## config.mk

```make
export PLATFORM = sky130hd
export DESIGN_NAME = bwseg_cell
export DESIGN_NICKNAME = d
export VERILOG_FILES = /design/src/rtl/bwseg_pkg.sv /design/src/rtl/bwseg_cell.sv
export SDC_FILE = /design/constraint.sdc
export NUM_CORES = 1
export LEC_CHECK = 0
export ABC_AREA = 1
export BUFFER_PORTS_ARGS = -buffer_cell sky130_fd_sc_hd__buf_2
export CAP_MARGIN = 30
export CORE_ASPECT_RATIO = 2
export CORE_UTILIZATION = 43
export DETAILED_ROUTE_END_ITERATION = 12
export PLACE_DENSITY = 0.81
export SLEW_MARGIN = 20
export SYNTH_ARGS = -nofsm -noshare
export SYNTH_HDL_FRONTEND = slang
export SYNTH_SLANG_ARGS = --single-unit
```

## constraint.sdc

```tcl
create_clock -name clk -period 2.5 [get_ports clk]
set_input_delay 0.5 -clock clk [delete_from_list [all_inputs] [get_ports clk]]
set_output_delay 0.5 -clock clk [all_outputs]
set_load 0.1 [all_outputs]
```

## src/rtl/bwseg_pkg.sv

```systemverilog
// ----------------------------------------------------------------------------
// bwseg_pkg
// Shared widths, constants, types and helpers for the bit-width segmentation
// datapath.
// ----------------------------------------------------------------------------
package bwseg_pkg;

	localparam int PIXEL_W    = 8;
	localparam int WIDTH_W    = 4;
	localparam int TOTAL_W    = 18;
	localparam int SEGLEN_W   = 9;
	localparam int HDR_W      = 5;
	localparam int MAXSEG_W   = 9;
	localparam int CFG_IDX_W  = 2;
	localparam int CFG_DATA_W = 9;

	localparam logic [HDR_W-1:0]    HDR_RESET    = 5'd11;
	localparam logic [MAXSEG_W-1:0] MAXSEG_RESET = 9'd256;
	localparam logic [TOTAL_W-1:0]  TOTAL_MAX    = 18'h3FFFF;

	typedef enum logic [CFG_IDX_W-1:0] {
		CFG_HEADER_BITS = 2'd0,
		CFG_MAX_SEGMENT = 2'd1
	} cfg_reg_t;

	// Broadcast window controls for every cell.
	typedef struct packed {
		logic shift_w;
		logic clear;
		logic shift_c;
	} cell_ctl_t;

	// Fixed-width part of the token that walks the cell chain.
	typedef struct packed {
		logic               valid;
		logic [WIDTH_W-1:0] bmax;
		logic [WIDTH_W-1:0] best_w;
	} tok_t;

	typedef struct packed {
		logic [TOTAL_W-1:0]  total_bits;
		logic [SEGLEN_W-1:0] segment_length;
		logic [WIDTH_W-1:0]  segment_width;
	} res_t;

	// Bits needed to hold v; zero counts as one bit.
	function automatic logic [WIDTH_W-1:0] bit_len(input logic [PIXEL_W-1:0] v);
		logic [WIDTH_W-1:0] n;
		n = WIDTH_W'(1);
		for (int b = 1; b < PIXEL_W; b++) begin
			if (v[b]) begin
				n = WIDTH_W'(b + 1);
			end
		end
		return n;
	endfunction

endpackage

```

## src/rtl/bwseg_cell.sv

```systemverilog
// ----------------------------------------------------------------------------
// bwseg_cell
// One cell of the chain: holds the bit width and prefix cost K steps back and
// scores the candidate last segment of length K+1 as the token passes.
// ----------------------------------------------------------------------------
module bwseg_cell import bwseg_pkg::*; #(
	parameter int K           = 0,
	parameter int MAX_SEGMENT = 256,
	parameter int COST_BITS   = 18,
	localparam int LW         = $clog2(MAX_SEGMENT + 1),
	localparam int PROD_W     = LW + WIDTH_W,
	localparam int CAND_W     = ((COST_BITS > PROD_W) ? COST_BITS : PROD_W) + 1
) (
	input  logic                 clk,
	input  logic                 arst_n,
	input  cell_ctl_t            ctl,
	input  logic [WIDTH_W-1:0]   w_prev,
	input  logic [COST_BITS-1:0] c_prev,
	output logic [WIDTH_W-1:0]   w_q,
	output logic [COST_BITS-1:0] c_q,
	input  tok_t                 tok_in,
	input  logic [CAND_W-1:0]    best_in,
	input  logic [LW-1:0]        len_in,
	input  logic [LW-1:0]        rem_in,
	output tok_t                 tok_q,
	output logic [CAND_W-1:0]    best_q,
	output logic [LW-1:0]        len_q,
	output logic [LW-1:0]        rem_q
);

	localparam int J = K + 1;

	logic [WIDTH_W-1:0] bmax;
	logic [PROD_W-1:0]  prod;
	logic [CAND_W-1:0]  cand;
	logic               active;
	logic               take;

	assign bmax   = (w_q > tok_in.bmax) ? w_q : tok_in.bmax;
	assign prod   = PROD_W'(J) * PROD_W'(bmax);
	assign cand   = CAND_W'(c_q) + CAND_W'(prod);
	assign active = tok_in.valid && (rem_in != '0);
	assign take   = active && ((K == 0) || (cand < best_in));

	// Window state: widths shift on a new pixel, costs as the token leaves the chain; both clear on image start.
	always_ff @(posedge clk or negedge arst_n) begin
		if (!arst_n) begin
			w_q <= '0;
			c_q <= '0;
		end else begin
			if (ctl.shift_w) begin
				w_q <= (ctl.clear && (K != 0)) ? '0 : w_prev;
			end
			if (ctl.shift_w && ctl.clear) begin
				c_q <= '0;
			end else if (ctl.shift_c) begin
				c_q <= c_prev;
			end
		end
	end

	// Advance the token by one cell per cycle.
	always_ff @(posedge clk or negedge arst_n) begin
		if (!arst_n) begin
			tok_q  <= '0;
			best_q <= '0;
			len_q  <= '0;
			rem_q  <= '0;
		end else begin
			tok_q.valid  <= tok_in.valid;
			tok_q.bmax   <= bmax;
			tok_q.best_w <= take ? bmax : tok_in.best_w;
			best_q       <= take ? cand : best_in;
			len_q        <= take ? LW'(J) : len_in;
			rem_q        <= active ? rem_in - LW'(1) : '0;
		end
	end

endmodule

```

==> impl_results.md, run 1 <==
* Reg2reg path depth at 15
* Ys Warns at 0
* Status: finished, violations left
* CTS root buf: clkbuf_16
* Reg-to-Reg End: best_q[18]$_DFF_PN0_
* Die Width at 64.7 um
* CTS Sinks at 68
* Internal at 2320 uW
* First-pass GRT wire length at 14900 um
* Cell variety after synth at 28
* DRC viols at 0
* Vias in the first global route at 3274
* Crit. End Element: flip-flop
* Initial antenna violation count at 0
* Routed Antenna Nets at 0
* CTS Hold Bufs at 0
* Met2 Use GR at 43.8%
* Crit path required time at 2.76 ns
* Initial Util at 44.4%
* Type of origin of the critical path: flip-flop
* Static Leak at 0.00260 uW
* Reg-to-Reg Start: w_q[1]$_DFFE_PN0P_
* Avg Synthesized Cell Area at 8.22 um^2
* Antenna cell count at 0
* GP Congestion at 0.893
* CP Max Fanout at 4
* Core area at 7600 um^2
* Met3 usage at 5.45%
* Setup WS post-layout at -0.0823 ns
* Flops & latches, synth at 68
* Via count at 3296
* Reg2Reg Setup Slack at -0.08 ns
* FMAX at 387 MHz
* WL/cell at 13.8 um
* Pwr dens at 841 nW/um^2
* H-tree depth at 3
* Worst hold path class: input port to asynchronous set/reset pin
* Rows at 45
* Fin crit period at 2.58 ns
* Sequential area share after synthesis at 50.4%
* Vias per inst at 4.91
* Worst-Margin Slew at 0.614 ns
* Post-synthesis cell area at 3380 um^2
* Relative slew margins at 58.9%
* Crit path kind: flip-flop to flip-flop
* Final period utilization at 103%
* Switching share of power at 42.3%
* Initial drt markers at 183
* Crit path buf inv count at 2
* Largest stage delay on the critical path at 0.49 ns
* Flop pwr share at 31.9%
* Cells after synthesis at 411
* Cells along the critical path: ha_4, a21oi_2, o21ai_4, buf_6, nand3_1, and2_4, ha_4, inv_1, nor3_1, nand2_1, nor2_1, nand2_1, nand2_1, nand2_1, nand2_1
* I/O Buffers at 140
* Clock Path Buffers at 2
* Io pins at 141
* Syn Nets at 494
* Worst-skew pair later-pin latency at 0.33 ns
* Pre-CTS setup slack at -0.255 ns
* CTS tree: built
* Clock-pin transition on the worst setup and hold timing paths at 0.05 ns
* Maximum VDD drop at 0.537 mV
* Die H at 127 um
* RSZ-0062 raised after global routing: true
* Clk pwr share at 29.3%
* Met1 usage at 24.3%
* Worst endpoint data arrival time at 2.85 ns
* Comb pwr share at 38.8%
* Final hold violation count at 0
* CTS Buf Count at 9
* Tot Pwr at 4010 uW
* GRT busiest layer: met2
* Final HPWL DP at 7060 um
* Crit path max-delay cell type: dfrtp_4
* Fin. max-slew vios at 0
* Final wirelength at 9230 um
* Final setup vio count at 8
* Area Growth Syn to Fin at 41.2%
* Max_cap viols at 0
* Final setup skew at 0.00466 ns
* Failing checks: setup timing
* GRT overflow at 0
* Die ar. at 8230 um^2
* GRT Overall Usage at 23.9%
* Cell family with most CP delay: simple AND/OR/NAND/NOR gates
* Final Net Count at 657
* Crit path top cell by count: nand2_1
* Drt first pass iters at 4
* Pin count of the biggest net entering global routing at 35
* Layout cells sized above 1 at 39.9%
* Total net switching power at 1700 uW
==> cells in the mapped netlist, drive strengths merged <==
library cell,instances,share of area [%]
or3,1,0.19
fa,1,0.59
xnor2,1,0.26
a21oi,5,0.74
a211oi,1,0.22
nor2,41,4.7
o21ai,30,4.8
ha,9,3.3
clkbuf,2,0.22
nand3,49,7.4
xor2,8,2.1
nor3,4,0.59
nand2,115,13
inv,53,5.9
buf,9,3.0
nand4,7,1.3
and2,4,0.74
or2,3,0.56
dfrtp,68,50
==> layout make-up <==
| type | instances | area, um^2 |
|---|---|---|
| multi-input combinational | 279 | 1590 |
| inverter | 53 | 199 |
| tap | 94 | 118 |
| clock buffer | 11 | 233 |
| timing repair buffer | 163 | 877 |
| fill | 661 | 2830 |
| sequential | 68 | 1720 |
| clock inverter | 3 | 40.0 |
==> logic make-up (layout without fill, tap and decap cells) <==
group	count (synthesis)	after routing	synth area share, %
XOR/XNOR	9	9	2.33
flip-flops	68	68	50.4
AND/OR/NAND/NOR	224	224	28.5
AO/OA/AOI/OAI	36	36	5.74
buffers and inverters	64	230	9.11
adder cells (fa/ha/maj)	10	10	3.93
==> power by group through the flow <==
stage / logic [uW] / registers (uW) / clock network, uW
after floorplan: 335 / 2100 / 0
final: 1560 / 1280 / 1170
after detailed placement: 1470 / 1300 / 0
after global routing: 1650 / 1290 / 1240
after CTS: 1520 / 1280 / 1200
after global placement: 1460 / 1290 / 0
==> per-layer routing <==
| metal | vias up | share of wire, % |
|---|---|---|
| li1 | 1626 | - |
| met1 | 1519 | 35 |
| met2 | 124 | 56 |
| met3 | 27 | 5.1 |
| met4 | 0 | 4.0 |
| met5 | - | 0 |
==> worst max path at each step <==
stage	start	to	slack [ns]	depth (start not counted)
2_1_floorplan	w_q[1]$_DFFE_PN0P_	best_q[16]$_DFF_PN0_	-0.13	16
3_3_place_gp	tok_in[7]	best_q[16]$_DFF_PN0_	-0.19	18
3_5_place_dp	tok_in[7]	best_q[16]$_DFF_PN0_	-0.25	18
4_1_cts	w_q[3]$_DFFE_PN0P_	best_q[10]$_DFF_PN0_	-0.01	15
5_1_grt	w_q[0]$_DFFE_PN0P_	best_q[16]$_DFF_PN0_	-0.22	19
6_report	w_q[1]$_DFFE_PN0P_	best_q[18]$_DFF_PN0_	-0.08	15
==> through the flow <==
stage	hold slack [ns]	std cells	utilization (%)	TNS (ns)	cell area, um^2
6_report	0.0512	671	62.7	-0.368	4770
4_1_cts	0.0489	670	61.8	-0.0150	4700
5_1_grt	0.0711	671	62.7	-2.16	4770
3_5_place_dp	0.399	652	57.1	-3.12	4340
2_1_floorplan	0.204	411	-	-0.704	3490
3_3_place_gp	0.389	652	57.1	-2.20	4340
==> layout by cell type (no fill, tap or decap), types with 3 or more instances in the layout <==
cell type  instances
buf_2            140
nand2_1          103
dfrtp_1           64
inv_1             47
nand3_1           39
nor2_1            37
o21ai_0           25
buf_4             22
nand2_2            9
nand3_2            9
clkbuf_16          9
xor2_1             8
nand4_1            7
inv_2              6
ha_4               6
and2_4             4
nor3_1             4
dfrtp_4            4
nand2_4            3
a21oi_1            3
o21ai_2            3
ha_1               3
==> flip-flops by register name, indices dropped and copies added (netlist names) <==
name and cells:
rem_q 9, w_q 4, c_q 18, tok_q 9, len_q 9, best_q 19
==> repair_timing <==
action / CTS / global route
setup buffers: 4 / 1
setup endpoints to repair: 9 / 16
pin swaps: 12 / 8
gates resized for setup: 14 / 15
Note: power is estimated with default switching activity, not from simulation.
==> inputs of run 2 (changes only) <==
--- a/config.mk
+++ b/config.mk
@@ -12,6 +12,7 @@
 export CORE_UTILIZATION = 43
 export DETAILED_ROUTE_END_ITERATION = 12
 export PLACE_DENSITY = 0.81
+export REMOVE_ABC_BUFFERS = 1
 export SLEW_MARGIN = 20
 export SYNTH_ARGS = -nofsm -noshare
 export SYNTH_HDL_FRONTEND = slang
==> run 2 against run 1 <==
  * Clock power grew 31%
  * Global-route usage rose by 0.35 points
  * Utilization increased by 2.9 points
  * Die area is the same
  * Combinational power up 6%
  * Critical path depth down 2
  * The flow still finishes with violations (setup timing)
==> impl_results.md, run 2 (synthesis gave the netlist of run 1 again) <==
* Clock Path Buffers at 2
* Internal at 2670 uW
* First-pass GRT wire length at 15100 um
* CTS root buf: clkbuf_16
* GRT Overall Usage at 24.3%
* Final setup vio count at 11
* Worst hold path class: input port to asynchronous set/reset pin
* Commonest cells after routing, fill and taps aside: buf_2 (140), nand2_1 (99), dfrtp_1 (68)
* GP Congestion at 0.907
* Die ar. at 8230 um^2
* Die Width at 64.7 um
* Met3 routed WL at 475 um
* RSZ-0062 raised after global routing: true
* Biggest regs: best_q (19), c_q (18)
* Vias in the first global route at 3360
* Fin crit period at 2.60 ns
* Initial Util at 44.4%
* FMAX at 385 MHz
* Crit path required time at 2.70 ns
* Reg2reg path depth at 13
* Final wirelength at 10200 um
* Static Leak at 0.00271 uW
* Tot Pwr at 4460 uW
* Io pins at 141
* CTS Buf Count at 9
* Rows at 45
* CTS tree: built
* Clock-pin transition on the worst setup and hold timing paths at 0.06 ns
* Biggest register: best_q
* Initial drt markers at 164
* Failing checks: setup timing
* Total net switching power at 1790 uW
* Top Metal Used: met4
* Maximum VDD drop at 0.478 mV
* Die H at 127 um
* Comb pwr share at 37.0%
* Pwr dens at 894 nW/um^2
* Antenna cell count at 0
* WL/cell at 15.0 um
* Initial antenna violation count at 0
* Clk pwr share at 34.3%
* Crit path kind: flip-flop to flip-flop
* Type of origin of the critical path: flip-flop
* GRT overflow at 0
* I/O Buffers at 140
* Max_cap viols at 0
* Final hold violation count at 0
* Worst-skew pair later-pin latency at 0.33 ns
* TNS Setup at -0.688 ns
* DRC viols at 0
* CP Max Fanout at 3
* Max FFs per register at 19
* CTS Sinks at 68
* Most common cell after layout, fill and taps aside: buf_2
* Drt first pass iters at 5
* Flop pwr share at 28.7%
* Routed wl met2 at 5740 um
* Pin count of the biggest net entering global routing at 40
* Status: finished, violations left
* Switching share of power at 40.1%
* Final setup skew at 0.00472 ns
* Worst-Margin Slew at 0.716 ns
* Layout cells sized above 1 at 41.7%
* Final Net Count at 664
* Routed Antenna Nets at 0
* Vias per inst at 5.07
* Worst endpoint data arrival time at 2.80 ns
* Area Growth Syn to Fin at 47.7%
* Final HPWL DP at 7060 um
* M1 WL at 3620 um
* Relative slew margins at 52.3%
* H-tree depth at 3
* Core area at 7600 um^2
* Final period utilization at 104%
* Fin. max-slew vios at 0
* Crit. End Element: flip-flop
* Setup WS post-layout at -0.0988 ns
* Via count at 3444
-- run 2: stage by stage --
step | std cells | setup WS, ns | area (um^2) | hold slack [ns] | utilization [%]
2_1_floorplan | 400 | -0.822 | 3270 | 0.204 | -
3_3_place_gp | 658 | -0.407 | 4280 | 0.548 | 56.3
3_5_place_dp | 658 | -0.489 | 4280 | 0.548 | 56.3
4_1_cts | 674 | -0.00694 | 4750 | 0.235 | 62.5
5_1_grt | 679 | -0.183 | 4990 | 0.269 | 65.6
6_report | 679 | -0.0988 | 4990 | 0.219 | 65.6
-- run 2: worst paths after layout --
kind                                    start                   to  slack (ns)
min reg2reg                c_q[2]$_DFFE_PN0P_   c_q[2]$_DFFE_PN0P_        0.62
min in group clk                    rem_in[0]   rem_q[0]$_DFF_PN0_        0.34
max reg2reg                w_q[3]$_DFFE_PN0P_  best_q[8]$_DFF_PN0_        -0.1
min                                    arst_n   w_q[2]$_DFFE_PN0P_        0.22
max                        w_q[3]$_DFFE_PN0P_  best_q[8]$_DFF_PN0_        -0.1
max in group asynchronous              arst_n   len_q[0]$_DFF_PN0_        1.63
-- run 2: per-layer routing --
layer | vias up | global-route usage [%]
met3 | 28 | 3.48
met4 | 0 | 15.7
met2 | 153 | 44.2
met1 | 1621 | 25.1
li1 | 1642 | -
met5 | - | 0
-- run 2: what timing repair did --
action,CTS,global route
cloned,0,0
endpoints found under the setup margin,17,17
pin swaps,5,21
setup buffers,1,5
resized for setup,21,47
hold buffers,0,0
-- run 2: power by group through the flow --
stage / Clock, uW / Combinational, uW / Sequential, uW
floorplan: 0 / 276 / 2090
CTS: 1540 / 1510 / 1270
finish: 1530 / 1650 / 1280
global route: 1590 / 1730 / 1290
detailed placement: 0 / 1450 / 1290
global placement: 0 / 1440 / 1280
-- run 2: critical path: stages (launching register included) --
cell and delay (ns):
dfrtp_1 0.42, ha_4 0.33, nand2_4 0.06, o21ai_4 0.24, nand3_2 0.14, and2_4 0.18
ha_4 0.17, fa_2 0.36, nand2_2 0.09, nand3_4 0.09, nand2_4 0.12, nor2_4 0.05
xor2_1 0.14, o21ai_1 0.07
-- run 2: final cells by class --
type | instances | area [um^2]
timing repair buffer | 170 | 946
clock buffer | 9 | 225
tap | 94 | 118
inverter | 53 | 204
fill | 604 | 2610
sequential | 68 | 1700
clock inverter | 6 | 136
multi-input combinational | 279 | 1660
